$ cat config.mk
export PLATFORM = sky130hd
export DESIGN_NAME = gpsr_core_flat
export DESIGN_NICKNAME = d
export VERILOG_FILES = /design/src/hw/rtl/gpsr_pkg.sv /design/src/hw/rtl/gpsr_req_if.sv /design/src/hw/rtl/gpsr_rsp_if.sv /design/src/hw/rtl/gpsr_core.sv /design/src/flat_wrapper.sv
export SDC_FILE = /design/constraint.sdc
export NUM_CORES = 1
export LEC_CHECK = 0
export ABC_CLOCK_PERIOD_IN_PS = 5690
export BUFFER_PORTS_ARGS = -buffer_cell sky130_fd_sc_hd__clkbuf_2
export CORE_MARGIN = 1.5
export CORE_UTILIZATION = 41
export CTS_CLUSTER_DIAMETER = 80
export DETAILED_ROUTE_END_ITERATION = 8
export GPL_TIMING_DRIVEN = 0
export PLACE_DENSITY = 0.7
export SLEW_MARGIN = 20
export SYNTH_ARGS = -nofsm -noshare
export SYNTH_HDL_FRONTEND = slang
export SYNTH_SLANG_ARGS = --single-unit
export TNS_END_PERCENT = 30
$ cat constraint.sdc
create_clock -name clk -period 5.69 [get_ports clk]
set_input_delay 1.4225 -clock clk [delete_from_list [all_inputs] [get_ports clk]]
set_output_delay 1.4225 -clock clk [all_outputs]
set_load 0.02 [all_outputs]
$ cat src/hw/rtl/gpsr_pkg.sv
package gpsr_pkg;

  localparam int PIN_COUNT_DEF = 64;

  localparam logic [1:0] LVL_LOW     = 2'd0;
  localparam logic [1:0] LVL_HIGH    = 2'd1;
  localparam logic [1:0] LVL_UNKNOWN = 2'd2;

  localparam logic [1:0] MODE_INPUT    = 2'd0;
  localparam logic [1:0] MODE_OUTPUT   = 2'd1;
  localparam logic [1:0] MODE_PULLUP   = 2'd2;
  localparam logic [1:0] MODE_PULLDOWN = 2'd3;

  localparam logic [15:0] TRIG_RESET = 16'd800;
  localparam logic [15:0] NO_SAMPLE  = 16'hFFFF;
  localparam logic [15:0] ADC_FULL   = 16'd4095;
  localparam logic [15:0] SIGN_BIT   = 16'h8000;

  localparam logic [31:0] PRE_HIGH_END = 32'd40;
  localparam logic [31:0] PRE_LOW_END  = 32'd120;
  localparam logic [12:0] PRE_END      = 13'd200;
  localparam logic [12:0] BIT_LOW_US   = 13'd50;
  localparam logic [12:0] BIT_ONE_US   = 13'd70;
  localparam logic [12:0] BIT_ZERO_US  = 13'd27;
  localparam logic [12:0] TRAILER_US   = 13'd50;
  localparam logic [5:0]  BIT_COUNT    = 6'd40;

  typedef enum logic [2:0] {
    REQ_SET_MODE    = 3'd0,
    REQ_WRITE       = 3'd1,
    REQ_READ        = 3'd2,
    REQ_ANALOG      = 3'd3,
    REQ_HOST_LEVEL  = 3'd4,
    REQ_HOST_ADC    = 3'd5,
    REQ_HOST_SENSOR = 3'd6
  } gpsr_req_t;

  typedef enum logic [1:0] {
    ST_IDLE,
    ST_LOOK,
    ST_WALK,
    ST_DONE
  } gpsr_state_t;

  typedef struct packed {
    logic [1:0]  level;
    logic [1:0]  mode;
    logic [15:0] sample;
    logic        attached;
    logic [15:0] temp;
    logic [15:0] hum;
    logic        active;
    logic [31:0] low_start;
    logic [31:0] reply_start;
  } pin_entry_t;

  typedef struct packed {
    logic       en;
    pin_entry_t data;
  } mem_wr_t;

  localparam pin_entry_t ENTRY_RESET = '{
    level:       LVL_UNKNOWN,
    mode:        MODE_INPUT,
    sample:      NO_SAMPLE,
    attached:    1'b0,
    temp:        16'd0,
    hum:         16'd0,
    active:      1'b0,
    low_start:   32'd0,
    reply_start: 32'd0
  };

endpackage

$ cat src/hw/rtl/gpsr_req_if.sv
interface gpsr_req_if;
  logic        valid;
  logic        ready;
  logic [2:0]  req_type;
  logic [5:0]  pin;
  logic [1:0]  mode;
  logic [15:0] value;
  logic [31:0] now_us;
  logic signed [15:0] temperature;
  logic [15:0] humidity;

  modport source (
    output valid, req_type, pin, mode, value, now_us, temperature, humidity,
    input  ready
  );
  modport sink (
    input  valid, req_type, pin, mode, value, now_us, temperature, humidity,
    output ready
  );
endinterface

$ cat src/hw/rtl/gpsr_rsp_if.sv
interface gpsr_rsp_if;
  logic        valid;
  logic        ready;
  logic        level;
  logic [15:0] analog_value;
  logic        level_changed;

  modport source (
    output valid, level, analog_value, level_changed,
    input  ready
  );
  modport sink (
    input  valid, level, analog_value, level_changed,
    output ready
  );
endinterface

$ cat src/hw/rtl/gpsr_core.sv
module gpsr_core
  import gpsr_pkg::*;
#(
  parameter int PIN_COUNT = PIN_COUNT_DEF,
  parameter int IDX_W     = 6
) (
  input  logic             clk,
  input  logic             rst,
  input  logic [15:0]      trig,
  gpsr_req_if.sink         req,
  gpsr_rsp_if.source       rsp,
  output logic             rd_en,
  output logic [IDX_W-1:0] rd_addr,
  input  pin_entry_t       rd_data,
  output mem_wr_t          wr,
  output logic [IDX_W-1:0] wr_addr
);

  gpsr_state_t state, state_next;

  gpsr_req_t        q_type;
  logic [1:0]       q_mode;
  logic [15:0]      q_value;
  logic [31:0]      q_now;
  logic [15:0]      q_temp;
  logic [15:0]      q_hum;
  logic             q_pin_ok;
  logic [IDX_W-1:0] q_addr;

  pin_entry_t  upd;
  logic        res_level;
  logic [15:0] res_analog;
  logic        res_chg;

  logic [31:0] e;
  logic [39:0] word;
  logic [12:0] pos;
  logic [5:0]  bit_idx;

  logic        accept;
  logic        pin_ok;
  logic        out_free;

  pin_entry_t  look_upd;
  logic        look_level;
  logic [15:0] look_analog;
  logic        look_chg;
  logic        look_walk;
  logic [31:0] look_e;
  logic [39:0] look_word;
  logic        look_trig;
  logic [15:0] mag;
  logic [9:0]  csum_sum;
  logic [1:0]  new_level;

  logic [12:0] bit_len;
  logic [12:0] pos_len;
  logic [12:0] pos_tail;
  logic        walk_done;

  assign accept   = req.valid && req.ready;
  assign pin_ok   = 32'(req.pin) < PIN_COUNT;
  assign out_free = !rsp.valid || rsp.ready;

  always_comb begin
    state_next = state;
    unique case (state)
      ST_IDLE: if (accept) state_next = ST_LOOK;
      ST_LOOK: state_next = look_walk ? ST_WALK : ST_DONE;
      ST_WALK: if (walk_done) state_next = ST_DONE;
      ST_DONE: if (out_free) state_next = ST_IDLE;
      default: state_next = ST_IDLE;
    endcase
  end

  always_comb begin
    req.ready = (state == ST_IDLE);
    rd_en     = accept;
    rd_addr   = pin_ok ? IDX_W'(req.pin) : '0;
    wr.en     = (state == ST_DONE) && out_free && q_pin_ok;
    wr.data   = upd;
    wr_addr   = q_addr;
  end

  always_ff @(posedge clk) begin
    if (rst) begin
      state <= ST_IDLE;
    end else begin
      state <= state_next;
    end
  end

  always_comb begin
    look_e    = q_now - rd_data.reply_start;
    look_trig = (q_now - rd_data.low_start) > {16'd0, trig};
    mag       = rd_data.temp[15] ? ((16'd0 - rd_data.temp) | SIGN_BIT) : rd_data.temp;
    csum_sum  = 10'(rd_data.hum[15:8]) + 10'(rd_data.hum[7:0])
              + 10'(mag[15:8]) + 10'(mag[7:0]);
    look_word = {rd_data.hum, mag, csum_sum[7:0]};
    new_level = (q_value != 16'd0) ? LVL_HIGH : LVL_LOW;

    look_upd    = rd_data;
    look_level  = 1'b0;
    look_analog = 16'd0;
    look_chg    = 1'b0;
    look_walk   = 1'b0;

    case (q_type)
      REQ_SET_MODE: begin
        if (rd_data.attached && (q_mode == MODE_INPUT || q_mode == MODE_PULLUP) &&
            rd_data.mode == MODE_OUTPUT && rd_data.level == LVL_LOW && look_trig) begin
          look_upd.reply_start = q_now;
          look_upd.active      = 1'b1;
        end
        look_upd.mode = q_mode;
        if (q_mode == MODE_PULLUP && rd_data.level == LVL_UNKNOWN) begin
          look_upd.level = LVL_HIGH;
        end else if (q_mode == MODE_PULLDOWN && rd_data.level == LVL_UNKNOWN) begin
          look_upd.level = LVL_LOW;
        end
      end
      REQ_WRITE: begin
        if (rd_data.attached) begin
          if (q_value == 16'd0) begin
            if (rd_data.level != LVL_LOW) begin
              look_upd.low_start = q_now;
            end
          end else if (rd_data.level == LVL_LOW && look_trig) begin
            look_upd.reply_start = q_now;
            look_upd.active      = 1'b1;
          end
        end
        if (rd_data.level != new_level) begin
          look_upd.level = new_level;
          look_chg       = 1'b1;
        end
      end
      REQ_READ: begin
        if (rd_data.attached) begin
          if (!rd_data.active) begin
            look_level = 1'b1;
          end else if (look_e < PRE_HIGH_END) begin
            look_level = 1'b1;
          end else if (look_e < PRE_LOW_END) begin
            look_level = 1'b0;
          end else if (look_e < 32'(PRE_END)) begin
            look_level = 1'b1;
          end else begin
            look_walk = 1'b1;
          end
        end else if (rd_data.level == LVL_UNKNOWN) begin
          look_level = (rd_data.mode == MODE_PULLUP);
        end else begin
          look_level = rd_data.level[0];
        end
      end
      REQ_ANALOG: begin
        if (rd_data.sample == NO_SAMPLE) begin
          look_analog = (rd_data.level == LVL_HIGH) ? ADC_FULL : 16'd0;
        end else begin
          look_analog = rd_data.sample;
        end
      end
      REQ_HOST_LEVEL: begin
        look_upd.level  = new_level;
        look_upd.sample = q_value;
      end
      REQ_HOST_ADC: begin
        look_upd.sample = {4'd0, q_value[11:0]};
      end
      REQ_HOST_SENSOR: begin
        look_upd.attached = 1'b1;
        look_upd.temp     = q_temp;
        look_upd.hum      = q_hum;
      end
      default: begin
      end
    endcase

    if (!q_pin_ok) begin
      look_level  = 1'b0;
      look_analog = 16'd0;
      look_chg    = 1'b0;
      look_walk   = 1'b0;
    end
  end

  always_comb begin
    bit_len   = BIT_LOW_US + (word[39] ? BIT_ONE_US : BIT_ZERO_US);
    pos_len   = pos + bit_len;
    pos_tail  = pos + TRAILER_US;
    walk_done = (bit_idx == BIT_COUNT) || (e < 32'(pos_len));
  end

  always_ff @(posedge clk) begin
    if (accept) begin
      q_type   <= gpsr_req_t'(req.req_type);
      q_mode   <= req.mode;
      q_value  <= req.value;
      q_now    <= req.now_us;
      q_temp   <= req.temperature;
      q_hum    <= req.humidity;
      q_pin_ok <= pin_ok;
      q_addr   <= rd_addr;
    end
    if (state == ST_LOOK) begin
      upd        <= look_upd;
      res_level  <= look_level;
      res_analog <= look_analog;
      res_chg    <= look_chg;
      e          <= look_e;
      word       <= look_word;
      pos        <= PRE_END;
      bit_idx    <= 6'd0;
    end
    if (state == ST_WALK) begin
      if (bit_idx == BIT_COUNT) begin
        res_level <= (e >= 32'(pos_tail));
        if (e >= 32'(pos_tail)) begin
          upd.active <= 1'b0;
        end
      end else if (e < 32'(pos_len)) begin
        res_level <= ((e - 32'(pos)) >= 32'(BIT_LOW_US));
      end else begin
        pos     <= pos_len;
        word    <= {word[38:0], 1'b0};
        bit_idx <= bit_idx + 6'd1;
      end
    end
  end

  always_ff @(posedge clk) begin
    if (rst) begin
      rsp.valid <= 1'b0;
    end else if (state == ST_DONE && out_free) begin
      rsp.valid <= 1'b1;
    end else if (rsp.ready) begin
      rsp.valid <= 1'b0;
    end
  end

  always_ff @(posedge clk) begin
    if (state == ST_DONE && out_free) begin
      rsp.level         <= res_level;
      rsp.analog_value  <= res_analog;
      rsp.level_changed <= res_chg;
    end
  end

endmodule

$ cat src/flat_wrapper.sv
// flat-port wrapper written by rule: the top's interface ports become plain ports
module gpsr_core_flat import gpsr_pkg::*;
#(
  parameter int PIN_COUNT = PIN_COUNT_DEF,
  parameter int IDX_W     = 6
)
  (clk, rst, trig, rd_en, rd_addr, rd_data, wr, wr_addr, req_valid, req_req_type, req_pin, req_mode, req_value, req_now_us, req_temperature, req_humidity, req_ready, rsp_valid, rsp_level, rsp_analog_value, rsp_level_changed, rsp_ready);
  gpsr_req_if req_i ();
  gpsr_rsp_if rsp_i ();
  input  logic clk;
  input  logic rst;
  input  logic [15:0] trig;
  output logic rd_en;
  output logic [IDX_W-1:0] rd_addr;
  input  pin_entry_t rd_data;
  output mem_wr_t wr;
  output logic [IDX_W-1:0] wr_addr;
  input wire logic [$bits(req_i.valid)-1:0] req_valid;
  input wire logic [$bits(req_i.req_type)-1:0] req_req_type;
  input wire logic [$bits(req_i.pin)-1:0] req_pin;
  input wire logic [$bits(req_i.mode)-1:0] req_mode;
  input wire logic [$bits(req_i.value)-1:0] req_value;
  input wire logic [$bits(req_i.now_us)-1:0] req_now_us;
  input wire logic [$bits(req_i.temperature)-1:0] req_temperature;
  input wire logic [$bits(req_i.humidity)-1:0] req_humidity;
  output wire logic [$bits(req_i.ready)-1:0] req_ready;
  output wire logic [$bits(rsp_i.valid)-1:0] rsp_valid;
  output wire logic [$bits(rsp_i.level)-1:0] rsp_level;
  output wire logic [$bits(rsp_i.analog_value)-1:0] rsp_analog_value;
  output wire logic [$bits(rsp_i.level_changed)-1:0] rsp_level_changed;
  input wire logic [$bits(rsp_i.ready)-1:0] rsp_ready;
  assign req_i.valid = req_valid;
  assign req_i.req_type = req_req_type;
  assign req_i.pin = req_pin;
  assign req_i.mode = req_mode;
  assign req_i.value = req_value;
  assign req_i.now_us = req_now_us;
  assign req_i.temperature = req_temperature;
  assign req_i.humidity = req_humidity;
  assign req_ready = req_i.ready;
  assign rsp_valid = rsp_i.valid;
  assign rsp_level = rsp_i.level;
  assign rsp_analog_value = rsp_i.analog_value;
  assign rsp_level_changed = rsp_i.level_changed;
  assign rsp_i.ready = rsp_ready;
  gpsr_core #(.PIN_COUNT(PIN_COUNT), .IDX_W(IDX_W)) u_core (.clk(clk), .rst(rst), .trig(trig), .req(req_i), .rsp(rsp_i), .rd_en(rd_en), .rd_addr(rd_addr), .rd_data(rd_data), .wr(wr), .wr_addr(wr_addr));
endmodule
# Word-level counts from Yosys, hierarchy flattened
# Index checks and enable logic that the tools add are counted.
# totals
regBits	339
ramBits	0
latch_bits	0
rom_bits	0
elab_cells	154
output_inout_bits	152
input_bits	229
mem_count	0
# op_classes
bitwise_logic	0
div	0
shift	0
mux	65
n_lt_le_gt_ge	7
multipliers	0
n_reduce_logical	22
n_addsub	11
eq_ne	21
# ops
cell	count
$mux 32	7
$mux 40	4
$mux 65	2
$pmux 32 s2	1
$sub 32x32->32	2
$mux 13	4
$ge 32x13->1	1
$ge 32x6->1 const B	1
$gt 32x16->1	1
$lt 32x13->1	1
$lt 32x6->1 const B	1
$lt 32x7->1 const B	1
$lt 32x8->1 const B	1
$mux 16	2
$pmux 16 s2	1
$sub 32x13->32	1
$mux 1	28
$add 8x8->8	3
$mux 6	4
$eq 16x16->1 const B	1
$logic_not 16->1	1
$reduce_bool 16->1	1
$sub 1x15->15 const A	1
$mux 2	7
25 further kinds	49

# Depth between registers and ports, before layout
# depth
depth_word	12
mapped_depth	23
ltp_nobuf	23

# Worst setup path before layout
# No wires, ideal clock.
# synth_path
kind	reg2reg
from	register u_core.state[0]
to	register u_core.res_level
arrival_time_ns	5.943
required_ns	5.631
n_path_buf	0
setup_ns	0.059
stages_incl_launch_ff	5
setup_slack_ns	-0.312
period_less_slack_ns	6.002
path_cell_list	dfxtp_1 > ha_1 > o311ai_0 > or4b_1 > nand2_1
# synth_between
elab_chain_len	5
word_cells_on_any_way	6
classes_between	eq/ne: 2; mux: 4
# synth_rtl
item	line	source
start, declared	gpsr_core.sv:19	gpsr_state_t state, state_next;
start signal, assigned	gpsr_core.sv:89	state <= state_next;
$eq 2x1->1	gpsr_core.sv:206	if (state == ST_LOOK) begin
$mux 1	gpsr_core.sv:206	
$mux 1	gpsr_core.sv:222	end else if (e < 32'(pos_len)) begin
$mux 1	gpsr_core.sv:217	if (bit_idx == BIT_COUNT) begin
$mux 1 *	gpsr_core.sv:216	if (state == ST_WALK) begin
end signal, assigned	gpsr_core.sv:208	res_level <= look_level;
end signal, assigned	gpsr_core.sv:218	res_level <= (e >= 32'(pos_tail));
end signal, assigned	gpsr_core.sv:223	res_level <= ((e - 32'(pos)) >= 32'(BIT_LOW_US));
end, declared	gpsr_core.sv:31	logic res_level;
# Every way passes the cells marked *; elsewhere a longest branch is shown, timed or not.
# A chain may end at the register's enable or synchronous reset.

==> out/results.txt <==
detailed-route DRC error count: 0
syn_nets: 2,247
Syn. warnings: 0
share of layout cells above drive strength 1: 24.8%
HPWL after detailed placement: 43,400 um
Final min period: 5.50 ns
DRT Pass-1 Iters: 5
Max Cap Violations: 0
Port Buffers: 379
Slew Limit Fails: 0
Synth top cells by count: edfxtp_1, o21ai_0, nand2_1
fin util: 50.6%
CP Launch Point: rd_data[33]
cell taking the most area after synthesis: edfxtp_1
Final Cycle Share: 96.7%
Die Width: 224 um
top post-synthesis cells by area: edfxtp_1, ha_1, dfxtp_1
register area share after synthesis: 47.6%
All-Layer GR Usage: 21.4%
via count: 15,983
final hold vios: 0
cell row count: 80
Root Buffer: clkbuf_16
Clock Sinks: 339
pwr dens: 465 nW/um^2
RSZ-0062 raised after global routing: true
filler cell count: 4,191
worst-margin pin slew: 1.17 ns
Worst-Skew Late Latency: 0.56 ns
Worst path most repeated cell: ha_1
initial antenna violation count: 5
status: finished, final reports clean
reg2reg start: u_core.word[39]
fmax: 182 MHz
flops & latches, synth: 339
top cell type's share of synthesized area: 41.2%
dominant cell by count in the synthesized netlist: edfxtp_1
min-delay src: u_core.res_chg
Leak Pwr: 10.3 nW
Post-synth EDFFs: 275
post-synthesis compound-gate area fraction: 14.3%
Layout area overhead: 21.1%
crit-path max FO: 10
vias per cell: 5.43
max incr delay on CP: 0.46 ns
die area: 50,200 um^2
die height: 224 um
CTS tree: done
final hold slack: 0.420 ns
Worst-path clk slew: 0.06 ns
Placer Congestion: 0.869
library cells used by synthesis: 78
Starting Density: 41.8%
CP max-delay cell: a2111oi_1
XOR/XNOR Fraction of Synth Area: 3.98%
async set or reset register ratio after synthesis: 0%
Data required, critical path: 5.99 ns
simple-gate share of the synthesized area: 11.9%
Total Wirelength: 55,000 um
core area: 47,900 um^2
buffer depth of the longest clock path: 3
global-route wire length before repair: 84,800 um
final setup violation count: 0
mux cell area share after synthesis: 7.13%
grt ovf: 0
CTS Buf Count: 38
Synth Flop Type: edfxtp_1
Relative slew margins: 21.2%
Worst Path Arrival: 5.80 ns
DR WL/cell: 18.7 um
I/O pins: 381
Worst setup EP type: flip-flop
antenna viol nets, final: 0
initial drt markers: 941
Final nets: 2,681
number of global-route vias before repair: 16,110
CP Cell Sequence: clkbuf_2, inv_1, ha_1, nor2b_4, o31a_1, o41a_1, a221oi_4, o21ai_1, xor2_1, ha_1, nand4_1, a2111oi_1, nor3_1, o21a_1, o21ai_2, nor4_4, nand4_2, o41ai_4, buf_6, buf_8, mux2_4
CTS H-tree depth: 2
Mean Syn Cell Area: 10.8 um^2
Max VDD drop: 0.279 mV
Setup Skew: 0.0146 ns
worst min path class: reg -> reg
Mapped Area: 20,000 um^2
Cells after Synth: 1,859
startpoint type of the worst setup path: input pin
main combinational cell family by area after synthesis: compound AO/OA/AOI/OAI gates
Crit Path Category: in -> reg
largest net degree at the start of global routing: 55
post-synthesis adder-cell area fraction: 10.6%
[repair_timing]
action	CTS	global route
pin swaps	2	5
buffers inserted	3	5
gates resized for setup	4	7
hold buffers	0	0
setup endpoints to repair	33	71
[where the power goes]
part | internal, mW | switching (mW)
clock network | 1.47 | 1.05
logic | 1.77 | 2.92
registers | 3.67 | 0.380
total | 6.92 | 4.35
[through the flow]
stage               TNS, ns  power, mW  cells  setup WS, ns  cell area [um^2]
global placement     -41.16       8.55   2853         -1.38             22700
global route         -0.135       12.0   2940       -0.0211             24200
detailed placement   -39.03       8.74   2860         -1.26             22900
finish                    0       11.3   2942         0.190             24300
CTS                       0       11.3   2933       0.00931             24200
floorplan                 0       7.29   1859        0.0587             20000
[path summary, 6_finish.rpt]
kind / endpoint / cells past startpoint / slack [ns]
setup / recovery: u_core.wr[24] / 21 / 0.19
setup reg to reg: u_core.pos[7] / 20 / 0.54
hold / removal: u_core.rsp.level_changed / 0 / 0.42
hold reg to reg: u_core.rsp.level_changed / 0 / 0.42
[cells in the final DEF (no fill, tap or decap), types with 7 or more instances in the layout]
| cell type | count |
|---|---|
| a211o_1 | 8 |
| a211oi_1 | 16 |
| a21boi_0 | 8 |
| a21o_1 | 38 |
| a21oi_1 | 102 |
| a31oi_1 | 9 |
| and2_1 | 12 |
| and3_1 | 11 |
| buf_4 | 14 |
| clkbuf_1 | 56 |
| clkbuf_16 | 39 |
| clkbuf_2 | 380 |
| dfxtp_1 | 64 |
| edfxtp_1 | 275 |
| fa_1 | 18 |
| ha_1 | 140 |
| inv_1 | 163 |
| mux2_2 | 54 |
| mux2_4 | 28 |
| mux2i_1 | 40 |
| nand2_1 | 164 |
| nand2b_1 | 27 |
| nand3_1 | 31 |
| nand3b_1 | 7 |
| nand4_1 | 29 |
| nor2_1 | 77 |
| nor2b_1 | 21 |
| nor3_1 | 19 |
| nor3b_1 | 7 |
| nor4_1 | 16 |
| o211ai_1 | 12 |
| o21a_1 | 14 |
| o21ai_0 | 163 |
| o21bai_1 | 10 |
| o31ai_1 | 9 |
| or3_1 | 10 |
| or4_1 | 9 |
| xnor2_1 | 58 |
| xor2_1 | 33 |
[sequential cells by signal, indices dropped and copies added (netlist names), 16 cells and up]
register,flops
u_core.word,40
u_core.rsp.analog_value,16
u_core.q_hum,16
u_core.e,32
u_core.wr,118
u_core.q_now,32
u_core.q_value,16
u_core.q_temp,16
u_core.res_analog,16
[logic make-up after synthesis]
group	after synthesis
AND/OR/NAND/NOR	469
AO/OA/AOI/OAI	453
flip-flops	339
buffers and inverters	226
adder cells (fa/ha/maj)	159
multiplexers	122
XOR/XNOR	91
[per-layer routing]
layer	wire length [um]	global-route usage, %
met3	3370	3.82
met1	22800	26.4
met4	2070	9.20
met2	26800	36.9
met5	27	0
[worst max-delay path: cells and delay by family]
kind / cells / cell delay [ns]
AO/OA/AOI/OAI: 8 / 2.17
XOR/XNOR: 1 / 0.22
AND/OR/NAND/NOR: 5 / 0.55
adder cells (fa/ha/maj): 2 / 0.60
multiplexers: 1 / 0.30
buffers and inverters: 4 / 0.54
[final cells by class]
type | count | area (um^2) | area share, %
timing repair buffer | 394 | 2110 | 8.70
antenna | 4 | 10.0 | 0.0413
inverter | 163 | 612 | 2.52
clock buffer | 47 | 1020 | 4.19
sequential | 339 | 9540 | 39.3
clock inverter | 23 | 264 | 1.09
buffer | 63 | 289 | 1.19
tap | 615 | 769 | 3.17
multi-input combinational | 1294 | 9640 | 39.8
Note: power is estimated with default switching activity, not from simulation.
